File: src/mmul_pkg.sv
// Shared types and constants of the small matrix multiplier.
`timescale 1ns / 1ps
`default_nettype none

package mmul_pkg;

  // Field widths fixed by the interface.
  localparam int REQ_W   = 2;
  localparam int IDX_W   = 2;
  localparam int VAL_W   = 32;
  localparam int DIM_W   = 3;
  localparam int CFG_A_W = 2;

  // Fraction bits of the Q16.16 format.
  localparam int FRAC_BITS = 16;

  // Request codes carried by the input word.
  localparam logic [REQ_W-1:0] REQ_WR_A = 2'd0;
  localparam logic [REQ_W-1:0] REQ_WR_B = 2'd1;
  localparam logic [REQ_W-1:0] REQ_MUL  = 2'd2;
  localparam logic [REQ_W-1:0] REQ_NONE = 2'd3;

  // Configuration register indexes.
  localparam logic [CFG_A_W-1:0] CFG_A_ROWS = 2'd0;
  localparam logic [CFG_A_W-1:0] CFG_A_COLS = 2'd1;
  localparam logic [CFG_A_W-1:0] CFG_B_ROWS = 2'd2;
  localparam logic [CFG_A_W-1:0] CFG_B_COLS = 2'd3;

  // Command queue between the front and the back.
  localparam int QUEUE_DEPTH = 2;
  localparam int QUEUE_AW    = $clog2(QUEUE_DEPTH);
  localparam int QUEUE_CW    = $clog2(QUEUE_DEPTH + 1);

  // One classified command.
  typedef struct packed {
    logic [REQ_W-1:0] op;
    logic [IDX_W-1:0] row;
    logic [IDX_W-1:0] col;
    logic [VAL_W-1:0] value;
  } cmd_t;

  // Matrix dimensions as written to the configuration registers.
  typedef struct packed {
    logic [DIM_W-1:0] a_rows;
    logic [DIM_W-1:0] a_cols;
    logic [DIM_W-1:0] b_rows;
    logic [DIM_W-1:0] b_cols;
  } dims_t;

endpackage

`default_nettype wire

File: src/small_matrix_multiply_top.sv
// Small dense matrix multiplier in signed Q16.16 fixed point, top level.
//
// Words either write one element of A or B (row, column, value) or ask for
// the product C = A * B with the dimensions held in the configuration
// registers. Element writes are taken one word a cycle while in_stall is low;
// the compute engine retires a write when it pops it while idle. A multiply
// emits rows*cols results in row-major order, each built from one store
// read per inner step through the single read port of each store, then the
// registered read, multiply and accumulate stages. A mismatched inner
// dimension gives a single flagged result. While the engine runs, the input
// side still takes up to three words (one holding register and a two-entry
// queue) before it stalls. Element stores are not cleared by reset; reading
// an element that was never written returns an arbitrary value.
`timescale 1ns / 1ps
`default_nettype none

module small_matrix_multiply_top #(
  parameter int MAX_DIM = 4
) (
  input  wire logic                          clk,
  input  wire logic                          rst_n,
  // Input words.
  input  wire logic                          in_valid,
  output logic                               in_stall,
  input  wire logic [mmul_pkg::REQ_W-1:0]    in_req_type,
  input  wire logic [mmul_pkg::IDX_W-1:0]    in_elem_row,
  input  wire logic [mmul_pkg::IDX_W-1:0]    in_elem_col,
  input  wire logic [mmul_pkg::VAL_W-1:0]    in_elem_value,
  // Result words.
  output logic                               out_valid,
  input  wire logic                          out_stall,
  output logic [mmul_pkg::IDX_W-1:0]         out_row,
  output logic [mmul_pkg::IDX_W-1:0]         out_col,
  output logic [mmul_pkg::VAL_W-1:0]         out_value,
  output logic                               out_last,
  output logic                               out_dim_error,
  // Configuration writes.
  input  wire logic                          cfg_valid,
  output logic                               cfg_ready,
  input  wire logic [mmul_pkg::CFG_A_W-1:0]  cfg_index,
  input  wire logic [mmul_pkg::DIM_W-1:0]    cfg_data
);

  mmul_pkg::dims_t dims_r, dims_nxt;
  mmul_pkg::cmd_t  push_cmd;
  mmul_pkg::cmd_t  head;
  logic            push;
  logic            q_full;
  logic            q_empty;
  logic            pop;

  // Dimension registers; always ready to take a write.
  assign cfg_ready = 1'b1;

  always_comb begin
    dims_nxt = dims_r;
    if (cfg_valid) begin
      unique case (cfg_index)
        mmul_pkg::CFG_A_ROWS: dims_nxt.a_rows = cfg_data;
        mmul_pkg::CFG_A_COLS: dims_nxt.a_cols = cfg_data;
        mmul_pkg::CFG_B_ROWS: dims_nxt.b_rows = cfg_data;
        mmul_pkg::CFG_B_COLS: dims_nxt.b_cols = cfg_data;
        default:              dims_nxt = dims_r;
      endcase
    end
  end

  always_ff @(posedge clk) begin
    if (!rst_n) begin
      dims_r.a_rows <= mmul_pkg::DIM_W'(4);
      dims_r.a_cols <= mmul_pkg::DIM_W'(4);
      dims_r.b_rows <= mmul_pkg::DIM_W'(4);
      dims_r.b_cols <= mmul_pkg::DIM_W'(4);
    end else begin
      dims_r <= dims_nxt;
    end
  end

  // Input stage.
  mmul_front #(
    .MAX_DIM(MAX_DIM)
  ) u_front (
    .clk           (clk),
    .rst_n         (rst_n),
    .in_valid      (in_valid),
    .in_stall      (in_stall),
    .in_req_type   (in_req_type),
    .in_elem_row   (in_elem_row),
    .in_elem_col   (in_elem_col),
    .in_elem_value (in_elem_value),
    .push          (push),
    .push_cmd      (push_cmd),
    .q_full        (q_full)
  );

  // Command queue.
  mmul_queue u_queue (
    .clk      (clk),
    .rst_n    (rst_n),
    .push     (push),
    .push_cmd (push_cmd),
    .full     (q_full),
    .pop      (pop),
    .head     (head),
    .empty    (q_empty)
  );

  // Compute engine.
  mmul_back #(
    .MAX_DIM(MAX_DIM)
  ) u_back (
    .clk           (clk),
    .rst_n         (rst_n),
    .dims          (dims_r),
    .head          (head),
    .q_empty       (q_empty),
    .pop           (pop),
    .out_valid     (out_valid),
    .out_stall     (out_stall),
    .out_row       (out_row),
    .out_col       (out_col),
    .out_value     (out_value),
    .out_last      (out_last),
    .out_dim_error (out_dim_error)
  );

endmodule

`default_nettype wire

File: src/mmul_front.sv
// Input stage: accepts words, drops those that do nothing, and queues the rest.
`timescale 1ns / 1ps
`default_nettype none

module mmul_front #(
  parameter int MAX_DIM = 4
) (
  input  wire logic                        clk,
  input  wire logic                        rst_n,
  input  wire logic                        in_valid,
  output logic                             in_stall,
  input  wire logic [mmul_pkg::REQ_W-1:0]  in_req_type,
  input  wire logic [mmul_pkg::IDX_W-1:0]  in_elem_row,
  input  wire logic [mmul_pkg::IDX_W-1:0]  in_elem_col,
  input  wire logic [mmul_pkg::VAL_W-1:0]  in_elem_value,
  output logic                             push,
  output mmul_pkg::cmd_t                   push_cmd,
  input  wire logic                        q_full
);

  logic           hold_v_r, hold_v_nxt;
  mmul_pkg::cmd_t hold_r;
  logic           accept;
  logic           keep;
  logic           in_range;

  // The holding register waits only when the queue is full.
  assign in_stall = hold_v_r && q_full;
  assign accept   = in_valid && !in_stall;
  assign push     = hold_v_r && !q_full;
  assign push_cmd = hold_r;

  // Keep element writes inside the stores, and multiply requests.
  always_comb begin
    in_range = (int'(in_elem_row) < MAX_DIM) && (int'(in_elem_col) < MAX_DIM);
    keep     = 1'b0;
    unique case (in_req_type)
      mmul_pkg::REQ_WR_A,
      mmul_pkg::REQ_WR_B: keep = in_range;
      mmul_pkg::REQ_MUL:  keep = 1'b1;
      mmul_pkg::REQ_NONE: keep = 1'b0;
      default:            keep = 1'b0;
    endcase
  end

  always_comb begin
    hold_v_nxt = hold_v_r;
    if (accept) begin
      hold_v_nxt = keep;
    end else if (push) begin
      hold_v_nxt = 1'b0;
    end
  end

  always_ff @(posedge clk) begin
    if (!rst_n) begin
      hold_v_r <= 1'b0;
    end else begin
      hold_v_r <= hold_v_nxt;
    end
  end

  // Payload of the holding register.
  always_ff @(posedge clk) begin
    if (accept) begin
      hold_r.op    <= in_req_type;
      hold_r.row   <= in_elem_row;
      hold_r.col   <= in_elem_col;
      hold_r.value <= in_elem_value;
    end
  end

endmodule

`default_nettype wire

File: src/mmul_queue.sv
// Short command queue that decouples the input stage from the compute engine.
`timescale 1ns / 1ps
`default_nettype none

module mmul_queue (
  input  wire logic            clk,
  input  wire logic            rst_n,
  input  wire logic            push,
  input  wire mmul_pkg::cmd_t  push_cmd,
  output logic                 full,
  input  wire logic            pop,
  output mmul_pkg::cmd_t       head,
  output logic                 empty
);

  mmul_pkg::cmd_t                      slot_r [mmul_pkg::QUEUE_DEPTH];
  logic [mmul_pkg::QUEUE_AW-1:0]       wp_r, wp_nxt;
  logic [mmul_pkg::QUEUE_AW-1:0]       rp_r, rp_nxt;
  logic [mmul_pkg::QUEUE_CW-1:0]       cnt_r, cnt_nxt;
  logic                                do_push, do_pop;

  assign full    = (cnt_r == mmul_pkg::QUEUE_CW'(mmul_pkg::QUEUE_DEPTH));
  assign empty   = (cnt_r == '0);
  assign do_push = push && !full;
  assign do_pop  = pop && !empty;
  assign head    = slot_r[rp_r];

  // Pointer and count update.
  always_comb begin
    wp_nxt  = wp_r;
    rp_nxt  = rp_r;
    cnt_nxt = cnt_r;
    if (do_push) begin
      wp_nxt = (wp_r == mmul_pkg::QUEUE_AW'(mmul_pkg::QUEUE_DEPTH - 1)) ? '0 : wp_r + 1'b1;
    end
    if (do_pop) begin
      rp_nxt = (rp_r == mmul_pkg::QUEUE_AW'(mmul_pkg::QUEUE_DEPTH - 1)) ? '0 : rp_r + 1'b1;
    end
    if (do_push && !do_pop) begin
      cnt_nxt = cnt_r + 1'b1;
    end else if (do_pop && !do_push) begin
      cnt_nxt = cnt_r - 1'b1;
    end
  end

  always_ff @(posedge clk) begin
    if (!rst_n) begin
      wp_r  <= '0;
      rp_r  <= '0;
      cnt_r <= '0;
    end else begin
      wp_r  <= wp_nxt;
      rp_r  <= rp_nxt;
      cnt_r <= cnt_nxt;
    end
  end

  // Entry storage.
  always_ff @(posedge clk) begin
    if (do_push) begin
      slot_r[wp_r] <= push_cmd;
    end
  end

endmodule

`default_nettype wire

File: src/mmul_back.sv
// Compute engine: element stores, product sequencer, multiply-accumulate and result register.
`timescale 1ns / 1ps
`default_nettype none

module mmul_back #(
  parameter int MAX_DIM = 4
) (
  input  wire logic                        clk,
  input  wire logic                        rst_n,
  input  wire mmul_pkg::dims_t             dims,
  input  wire mmul_pkg::cmd_t              head,
  input  wire logic                        q_empty,
  output logic                             pop,
  output logic                             out_valid,
  input  wire logic                        out_stall,
  output logic [mmul_pkg::IDX_W-1:0]       out_row,
  output logic [mmul_pkg::IDX_W-1:0]       out_col,
  output logic [mmul_pkg::VAL_W-1:0]       out_value,
  output logic                             out_last,
  output logic                             out_dim_error
);

  localparam int IW    = (MAX_DIM > 1) ? $clog2(MAX_DIM) : 1;
  localparam int DEPTH = MAX_DIM * MAX_DIM;
  localparam int AW    = (DEPTH > 1) ? $clog2(DEPTH) : 1;
  localparam int CW    = $clog2(MAX_DIM + 1);
  localparam int PW    = 2 * mmul_pkg::VAL_W;
  localparam int SW    = PW - mmul_pkg::FRAC_BITS;
  localparam int ACC_W = SW + CW;

  // Sequencer states.
  localparam logic [1:0] S_IDLE   = 2'd0;
  localparam logic [1:0] S_ISSUE  = 2'd1;
  localparam logic [1:0] S_FINISH = 2'd2;

  // Last loop index for a dimension register, clamped to the store size.
  function automatic logic [IW-1:0] last_idx(input logic [mmul_pkg::DIM_W-1:0] v);
    logic [IW-1:0] r;
    if (v == '0) begin
      r = '0;
    end else if (int'(v) > MAX_DIM) begin
      r = IW'(MAX_DIM - 1);
    end else begin
      r = IW'(int'(v) - 1);
    end
    return r;
  endfunction

  logic [mmul_pkg::VAL_W-1:0]        mem_a [DEPTH];
  logic [mmul_pkg::VAL_W-1:0]        mem_b [DEPTH];

  logic [1:0]                        state_r, state_nxt;
  logic [IW-1:0]                     i_r, i_nxt, j_r, j_nxt, k_r, k_nxt;
  logic signed [ACC_W-1:0]           acc_r, acc_nxt;
  logic                              err_r, err_nxt;
  logic                              rd_v_r, prod_v_r;
  logic signed [mmul_pkg::VAL_W-1:0] a_rd_r, b_rd_r;
  logic signed [PW-1:0]              prod_r;
  logic signed [PW-1:0]              prod_nxt;

  logic                              out_valid_r, out_valid_nxt;
  logic [mmul_pkg::IDX_W-1:0]        out_row_r, out_col_r;
  logic [mmul_pkg::VAL_W-1:0]        out_value_r;
  logic                              out_last_r, out_err_r;

  logic [IW-1:0]                     i_last, j_last, k_last;
  logic                              mismatch;
  logic                              issue;
  logic                              wr_a, wr_b;
  logic [AW-1:0]                     waddr, raddr_a, raddr_b;
  logic                              slot_free;
  logic                              fire;
  logic                              elem_last;
  logic [mmul_pkg::VAL_W-1:0]        sat_value;

  assign i_last   = last_idx(dims.a_rows);
  assign j_last   = last_idx(dims.b_cols);
  assign k_last   = last_idx(dims.a_cols);
  assign mismatch = (dims.a_cols != dims.b_rows);

  // Store ports: writes come from popped commands, reads from the sequencer.
  assign pop     = (state_r == S_IDLE) && !q_empty;
  assign wr_a    = pop && (head.op == mmul_pkg::REQ_WR_A);
  assign wr_b    = pop && (head.op == mmul_pkg::REQ_WR_B);
  assign waddr   = AW'(int'(head.row) * MAX_DIM + int'(head.col));
  assign raddr_a = AW'(int'(i_r) * MAX_DIM + int'(k_r));
  assign raddr_b = AW'(int'(k_r) * MAX_DIM + int'(j_r));
  assign issue   = (state_r == S_ISSUE);

  always_ff @(posedge clk) begin
    if (wr_a) begin
      mem_a[waddr] <= head.value;
    end
    a_rd_r <= mem_a[raddr_a];
  end

  always_ff @(posedge clk) begin
    if (wr_b) begin
      mem_b[waddr] <= head.value;
    end
    b_rd_r <= mem_b[raddr_b];
  end

  // Full-precision product of two Q16.16 operands.
  assign prod_nxt = a_rd_r * b_rd_r;

  always_ff @(posedge clk) begin
    prod_r <= prod_nxt;
  end

  // Result saturation of the accumulated sum to 32 bits.
  always_comb begin
    if (acc_r[ACC_W-1:mmul_pkg::VAL_W-1] == '0 ||
        acc_r[ACC_W-1:mmul_pkg::VAL_W-1] == '1) begin
      sat_value = acc_r[mmul_pkg::VAL_W-1:0];
    end else if (acc_r[ACC_W-1]) begin
      sat_value = {1'b1, {(mmul_pkg::VAL_W-1){1'b0}}};
    end else begin
      sat_value = {1'b0, {(mmul_pkg::VAL_W-1){1'b1}}};
    end
  end

  assign slot_free = !out_valid_r || !out_stall;
  assign fire      = (state_r == S_FINISH) && !rd_v_r && !prod_v_r && slot_free;
  assign elem_last = err_r || ((i_r == i_last) && (j_r == j_last));

  // Sequencer over rows, columns and the inner index.
  always_comb begin
    state_nxt = state_r;
    i_nxt     = i_r;
    j_nxt     = j_r;
    k_nxt     = k_r;
    err_nxt   = err_r;
    acc_nxt   = acc_r;
    if (prod_v_r) begin
      acc_nxt = acc_r + {{CW{prod_r[PW-1]}}, prod_r[PW-1:mmul_pkg::FRAC_BITS]};
    end
    unique case (state_r)
      S_IDLE: begin
        if (pop && (head.op == mmul_pkg::REQ_MUL)) begin
          i_nxt   = '0;
          j_nxt   = '0;
          k_nxt   = '0;
          acc_nxt = '0;
          err_nxt = mismatch;
          state_nxt = mismatch ? S_FINISH : S_ISSUE;
        end
      end
      S_ISSUE: begin
        if (k_r == k_last) begin
          state_nxt = S_FINISH;
        end else begin
          k_nxt = k_r + 1'b1;
        end
      end
      S_FINISH: begin
        if (fire) begin
          k_nxt   = '0;
          acc_nxt = '0;
          if (elem_last) begin
            state_nxt = S_IDLE;
          end else begin
            state_nxt = S_ISSUE;
            if (j_r == j_last) begin
              j_nxt = '0;
              i_nxt = i_r + 1'b1;
            end else begin
              j_nxt = j_r + 1'b1;
            end
          end
        end
      end
      default: begin
        state_nxt = S_IDLE;
      end
    endcase
  end

  always_ff @(posedge clk) begin
    if (!rst_n) begin
      state_r  <= S_IDLE;
      rd_v_r   <= 1'b0;
      prod_v_r <= 1'b0;
      err_r    <= 1'b0;
      i_r      <= '0;
      j_r      <= '0;
      k_r      <= '0;
      acc_r    <= '0;
    end else begin
      state_r  <= state_nxt;
      rd_v_r   <= issue;
      prod_v_r <= rd_v_r;
      err_r    <= err_nxt;
      i_r      <= i_nxt;
      j_r      <= j_nxt;
      k_r      <= k_nxt;
      acc_r    <= acc_nxt;
    end
  end

  // Result register; a new word loads as soon as the old one is taken.
  always_comb begin
    out_valid_nxt = out_valid_r && out_stall;
    if (fire) begin
      out_valid_nxt = 1'b1;
    end
  end

  always_ff @(posedge clk) begin
    if (!rst_n) begin
      out_valid_r <= 1'b0;
    end else begin
      out_valid_r <= out_valid_nxt;
    end
  end

  always_ff @(posedge clk) begin
    if (fire) begin
      out_row_r   <= err_r ? '0 : mmul_pkg::IDX_W'(i_r);
      out_col_r   <= err_r ? '0 : mmul_pkg::IDX_W'(j_r);
      out_value_r <= err_r ? '0 : sat_value;
      out_last_r  <= elem_last;
      out_err_r   <= err_r;
    end
  end

  assign out_valid     = out_valid_r;
  assign out_row       = out_row_r;
  assign out_col       = out_col_r;
  assign out_value     = out_value_r;
  assign out_last      = out_last_r;
  assign out_dim_error = out_err_r;

endmodule

`default_nettype wire

File: config.mk
export PLATFORM = sky130hd
export DESIGN_NAME = small_matrix_multiply_top
export DESIGN_NICKNAME = d
export VERILOG_FILES = /design/src/mmul_pkg.sv /design/src/small_matrix_multiply_top.sv /design/src/mmul_front.sv /design/src/mmul_queue.sv /design/src/mmul_back.sv
export SDC_FILE = /design/constraint.sdc
export NUM_CORES = 2
export LEC_CHECK = 0
export BUFFER_PORTS_ARGS = -buffer_cell sky130_fd_sc_hd__buf_2
export CORE_MARGIN = 2
export CORE_UTILIZATION = 30
export CTS_CLUSTER_SIZE = 25
export DETAILED_ROUTE_END_ITERATION = 10
export GPL_TIMING_DRIVEN = 0
export SYNTH_ARGS = -nofsm -noshare
export SYNTH_HDL_FRONTEND = slang
export SYNTH_SLANG_ARGS = --single-unit
File: constraint.sdc
create_clock -name clk -period 8.7 [get_ports clk]
set_clock_uncertainty 0.1 [all_clocks]
set_input_delay 1.74 -clock clk [delete_from_list [all_inputs] [get_ports clk]]
set_output_delay 1.74 -clock clk [all_outputs]
set_load 0.02 [all_outputs]
# [Word-level counts from Yosys, hierarchy flattened]
# Memories as Yosys holds them, arrays and structs flattened. A register that Yosys moved wholly into a read port is not among the register bits.
# Index checks and enable logic that the tools add are counted.
[classes] reduce_logical=51 order_cmp=3 n_div=0 n_shift=0 n_addsub=14 eq_ne=22 multipliers=1 muxes=46 n_bitwise=0
[op_table] cell="$mux W51" count=3
[op_table] cell="$pmux W51 S2" count=1
[op_table] cell="$mul A32 B32 Y64" count=1
[op_table] cell="$mux W32" count=2
[op_table] cell="$add A51 B51 Y51" count=1
[op_table] cell="$mux W2" count=21
[op_table] cell="$eq A20 B20 Y1 const B" count=1
[op_table] cell="$logic_not A20 Y1" count=1
[op_table] cell="$logic_and A1 B1 Y1" count=16
[op_table] cell="$eq A2 B2 Y1 const B" count=7
[op_table] cell="$mux W1" count=14
[op_table] cell="$add A4 B2 Y4" count=3
[op_table] cell="$pmux W2 S3" count=2
[op_table] cell="$logic_not A2 Y1" count=5
[op_table] cell="$ne A2 B2 Y1 const B" count=5
[op_table] cell="$reduce_and A2 Y1" count=5
[op_table] cell="$gt A3 B3 Y1 const B" count=3
[op_table] cell="$logic_not A1 Y1" count=9
[op_table] cell="$logic_not A3 Y1" count=3
[op_table] cell="$add A2 B1 Y2 const B" count=4
[op_table] cell="$eq A2 B1 Y1 const B" count=4
[op_table] cell="$pmux W2 S2" count=2
[op_table] cell="$reduce_and A4 Y1" count=2
[op_table] cell="$sub A2 B1 Y2 const B" count=4
[op_table] cell="11 further kinds" count=18
[totals] ram_bits=1100 ff_bits=220 output_inout_bits=41 romBits=0 memories=3 latch_bits=0 word_cells=167 input_bits=48
[mem_list] name="u_back.mem_a" words=16 word_bits=32 read_ports=1 rd_clocked_by_memory_dff=1 wr=1 line="mmul_back.sv:49" source="logic [mmul_pkg::VAL_W-1:0] mem_a [DEPTH];"
[mem_list] name="u_back.mem_b" words=16 word_bits=32 read_ports=1 rd_clocked_by_memory_dff=1 wr=1 line="mmul_back.sv:50" source="logic [mmul_pkg::VAL_W-1:0] mem_b [DEPTH];"
[mem_list] name="u_queue.slot_r" words=2 word_bits=38 read_ports=1 rd_clocked_by_memory_dff=1 wr=1 line="mmul_queue.sv:16" source="mmul_pkg::cmd_t slot_r [mmul_pkg::QUEUE_DEPTH];"

# [Logic depth before layout (Yosys ltp)]
[logic_depth] ltp_word=9 mapped_depth=30 ltp_nobuf=29

# [By module]
# Synthesis repeated with hierarchy kept, for this count alone.
[unflattened] cells_unflattened=6388 area_unflattened_um2=87750.4
[by_module_without_submodules] mod="mmul_back" seq_area_each_um2=35393.9 cells_per_inst=6155 n_inst=1 area_per_inst_um2=83093.4
[by_module_without_submodules] mod="mmul_queue" seq_area_each_um2=2382.3 cells_per_inst=143 n_inst=1 area_per_inst_um2=2971.6
[by_module_without_submodules] mod="mmul_front" seq_area_each_um2=1161.1 cells_per_inst=44 n_inst=1 area_per_inst_um2=1198.6
[by_module_without_submodules] mod="small_matrix_multiply_top" seq_area_each_um2=240.2 cells_per_inst=46 n_inst=1 area_per_inst_um2=486.7

# [Worst setup path after synthesis]
# No wires, ideal clock.
[synth_timing] path_type="reg-to-reg" from="register u_back.a_rd_r[31] in the netlist's numbering, read port of u_back.mem_a" to="register u_back.prod_r[62]" setup_time_ns=0.072 setup_slack_ns=1.027 path_stages_with_launch=30 required_time_ns=8.528 n_path_buf=1 t_arrival_ns=7.500 synth_period_minus_slack_ns=7.673 path_cell_list="dfxtp_1 clkbuf_1 nand2_1 inv_1 fa_1 inv_1 fa_1 inv_1 fa_1 fa_1 inv_1 fa_1 inv_1 fa_1 inv_1 fa_1 inv_1 fa_1 ha_1 a21o_1 a21o_1 a21o_1 a21oi_1 nor2b_1 o21ai_0 nand2b_1 nor3_1 o31ai_1 a31oi_1 xnor2_1"
[synth_between] elab_chain_len=1
[synth_rtl] element="from (decl)" line="mmul_back.sv:57" source="logic signed [mmul_pkg::VAL_W-1:0] a_rd_r, b_rd_r;"
[synth_rtl] element="$mul A32 B32 Y64" line="mmul_back.sv:105" source="assign prod_nxt = a_rd_r * b_rd_r;"
[synth_rtl] element="via u_back.prod_nxt[62]" line="mmul_back.sv:59" source="logic signed [PW-1:0] prod_nxt;"
[synth_rtl] element="to (signal assigned)" line="mmul_back.sv:108" source="prod_r <= prod_nxt;"
[synth_rtl] element="to (decl)" line="mmul_back.sv:58" source="logic signed [PW-1:0] prod_r;"
# The timed path passes the listed nets, and every way through them passes these cells.
# A chain may end at the register's enable or synchronous reset.

# [Worst setup path after layout]
[layout_timing] from="register u_back.a_rd_r[25] in the netlist's numbering, read port of u_back.mem_a" to="register u_back.prod_r[59]"
# Same word-level chain as after synthesis.

==> reports/metrics.cfg <==
[critical_path]
r2r.worst_path.cells = 22
timing.critical_path.slowest_cell_delay_ps = 660
timing.critical_path.fanout_max = 10
critical-path-top-cell-by-count = sky130_fd_sc_hd__fa_1
cp_num_buf_inv = 4
crit_chain = clkbuf_1 > and2_1 > fa_1 > fa_1 > inv_1 > fa_1 > fa_1 > inv_1 > fa_1 > fa_1 > fa_1 > fa_1 > ha_1 > clkdlybuf4s50_2 > nand4_1 > or3b_2 > a211o_1 > nor3b_4 > o21a_1 > o21ai_1 > a221oi_2 > xnor2_1
crit_cells = 22
slowest_stage = sky130_fd_sc_hd__clkbuf_1
cpLargestDelayFamily = adder cells
setup.worst_path.end_class = flip-flop
setup.worst_path.class = flip-flop to flip-flop
worst-endpoint-arrival_ps = 9030
worstPathRequired_ps = 9190
critPathLaunchType = flip-flop

[sta]
min_period_over_period_pct = 98.1
postLayoutSetupSlackWorst_ps = 161
setup_viol = 0
fmax_ghz = 0.117
rsz0062_at_grt = no
slew_headroom_pct = -1.66
layout_min_cycle_time_ps = 8540
timing.final.hold_violations = 0
worst_pin_slew_ps = 1520
final_max_slew_viol_count = 5

[global_routing]
grt_antenna_before_repair = 21
first_global_vias = 55300
global_route.overflow_total = 0
grt_max_degree = 39
grtUsageTotal_pct = 17.0
grt_pass1_wl_um = 371000

[yosys]
netlist_area_sq_um = 87800
synth.yosys.warnings = 0
synth.yosys.seq_area_share_pct = 44.6
synthesis.instances = 6401
yosys.area.top_type_share_pct = 40.2
synth.net_count = 7765
post_synth.cell_area_avg_sq_um = 13.7
synth_top_cells_by_area = sky130_fd_sc_hd__edfxtp_1, sky130_fd_sc_hd__fa_1, sky130_fd_sc_hd__mux4_2
ys_async_sr_fraction_pct = 0
count_of_flip_flops_with_a_built_in_enable_after_synthesis = 1176
synth.largest_area_cell = sky130_fd_sc_hd__edfxtp_1
synth.ff_latch_count = 1369
synth.distinct_cells = 85
synth_flop_cell = sky130_fd_sc_hd__edfxtp_1

[detailed_routing]
postRouteAntennaNets = 0
routed-via-count = 51700
finalWirelength_um = 252000
drt_iter0_markers = 4942
detail_route.drc_violations = 0
firstDrtPassIters = 5
drt-wirelength-per-cell_um = 23.6
viasPerCell = 4.85

[cells_and_area]
nets = 8026
finish.cell_count_without_fillers = 10700
drive_gt1_share_pct = 13.0
layout_common_cells = sky130_fd_sc_hd__edfxtp_1, sky130_fd_sc_hd__fa_1, sky130_fd_sc_hd__inv_1
syn2layout_area_growth_pct = 12.4
layout.cells.most_common = sky130_fd_sc_hd__edfxtp_1
stdcell_area_sq_um = 98600
postLayoutCoreUtil_pct = 33.9

[outcome]
failed_checks = max-slew violations
run_status = finished, violations left

[placed_design]
dp_cells = 10400
place_hpwl_um = 198000
gpl.final_weighted_congestion = 1.00
placement.setup.worst_slack_ps = -651
post_dp_cell_area_sq_um = 94200
port_buffers = 86

[cts]
sinks_on_the_clock_net = 1369
cts_made_buffers = 121
cts_tree = yes
clk-insertion-delay-late_ps = 770
clk_pin_slew_worst_paths_ps = 70
clock-root-buffer = sky130_fd_sc_hd__clkbuf_16
cts_max_level = 3
cts_buffer_depth = 3

[die]
design.portCount = 89
die-area_sq_um = 297000
floorplan.die.height_um = 545
floorplan.initialDensity_pct = 30.1
die-width_um = 545
fp-row-count = 198
core_area_sq_um = 291000

[flow_run]
timing.max_cap.violations = 0

[hold_path]
hold_path_class = flip-flop to flip-flop
timing.hold.worst_path_depth = 0

stage by stage:
step	hold WS, ps	setup TNS [ps]
after detailed placement	330	-4740
after global placement	324	-19060
final	341	0
after global routing	358	0
after CTS	338	0
after floorplan	321	0
cells by family after synthesis:
group | after synthesis | share of synthesized area (%)
fa+ha+maj | 1316 | 28.0
xor+xnor | 109 | 1.09
mux | 394 | 9.10
other cells | 1 | 0.00427
compound gates | 419 | 3.12
flops | 1369 | 44.6
buf+inv | 1304 | 5.60
simple gates | 1489 | 8.42
final cells by class:
type	instances	area, sq um
Fill cell	28200	192000
Multi-Input combinational cell	3728	44000
Sequential cell	1369	39200
Tap cell	3900	4880
Inverter	979	3680
Clock buffer	154	3240
Buffer	325	1400
Timing Repair Buffer	138	1380
Clock inverter	76	856
Antenna cell	2	5.00
synth_stat cells (all sizes together) (13+ instances only):
library cell  instances
a211oi               13
a21oi               155
clkbuf              286
nand2               595
xor2                 41
nor2                180
nor2b                49
o21a                 14
buf                  37
ha                  234
nand4                33
fa                 1082
mux4                320
xnor2                68
and2                509
a21o                 71
inv                 978
nand2b               20
mux2i                40
o21ai                66
mux2                 34
nand3                17
edfxtp             1176
nor3                 22
or3                  13
dfxtp               193
state kept, by name, summed over array words and instances (netlist names), 2 cells and up, named ones only:
register and flops:
u_queue.cnt_r 2, u_queue.slot_r 76, u_back.a_rd_r 32, u_back.b_rd_r 32, u_back.j_r 2, u_front.push_cmd 38, u_back.mem_b 512, u_back.i_r 2
u_back.mem_a 512, u_back.out_col 2, u_back.out_value 32, u_back.k_r 2, u_back.acc_r 51, dims_r 12, u_back.state_r 2, u_back.prod_r 48
u_back.out_row 2
final timing paths:
path                              from                    end  slack, ps
setup reg to reg     u_back.a_rd_r[25]      u_back.prod_r[59]        160
setup / recovery     u_back.a_rd_r[25]      u_back.prod_r[59]        160
hold / removal    u_front.push_cmd[20]  u_queue.slot_r[1][20]        340
hold reg to reg   u_front.push_cmd[20]  u_queue.slot_r[1][20]        340
per-layer routing:
layer / track usage [%] / vias to the layer above / share of wire, %
li1: - / 21900 / -
met5: 0 / - / 0.019
met1: 23.1 / 27300 / 42
met3: 3.67 / 442 / 8.6
met2: 27.2 / 2125 / 46
met4: 5.24 / 8 / 3.5
what timing repair did:
item                                    CTS  global route
endpoints found under the setup margin   24            17
pin swaps                                 0             2
buffers inserted                          3             9
gates resized for setup                  47           188
hold buffers                              0             0
Power is left out: the tool's default activity adds up to more than one toggle a clock period on the data nets, which glitch-free logic cannot reach.
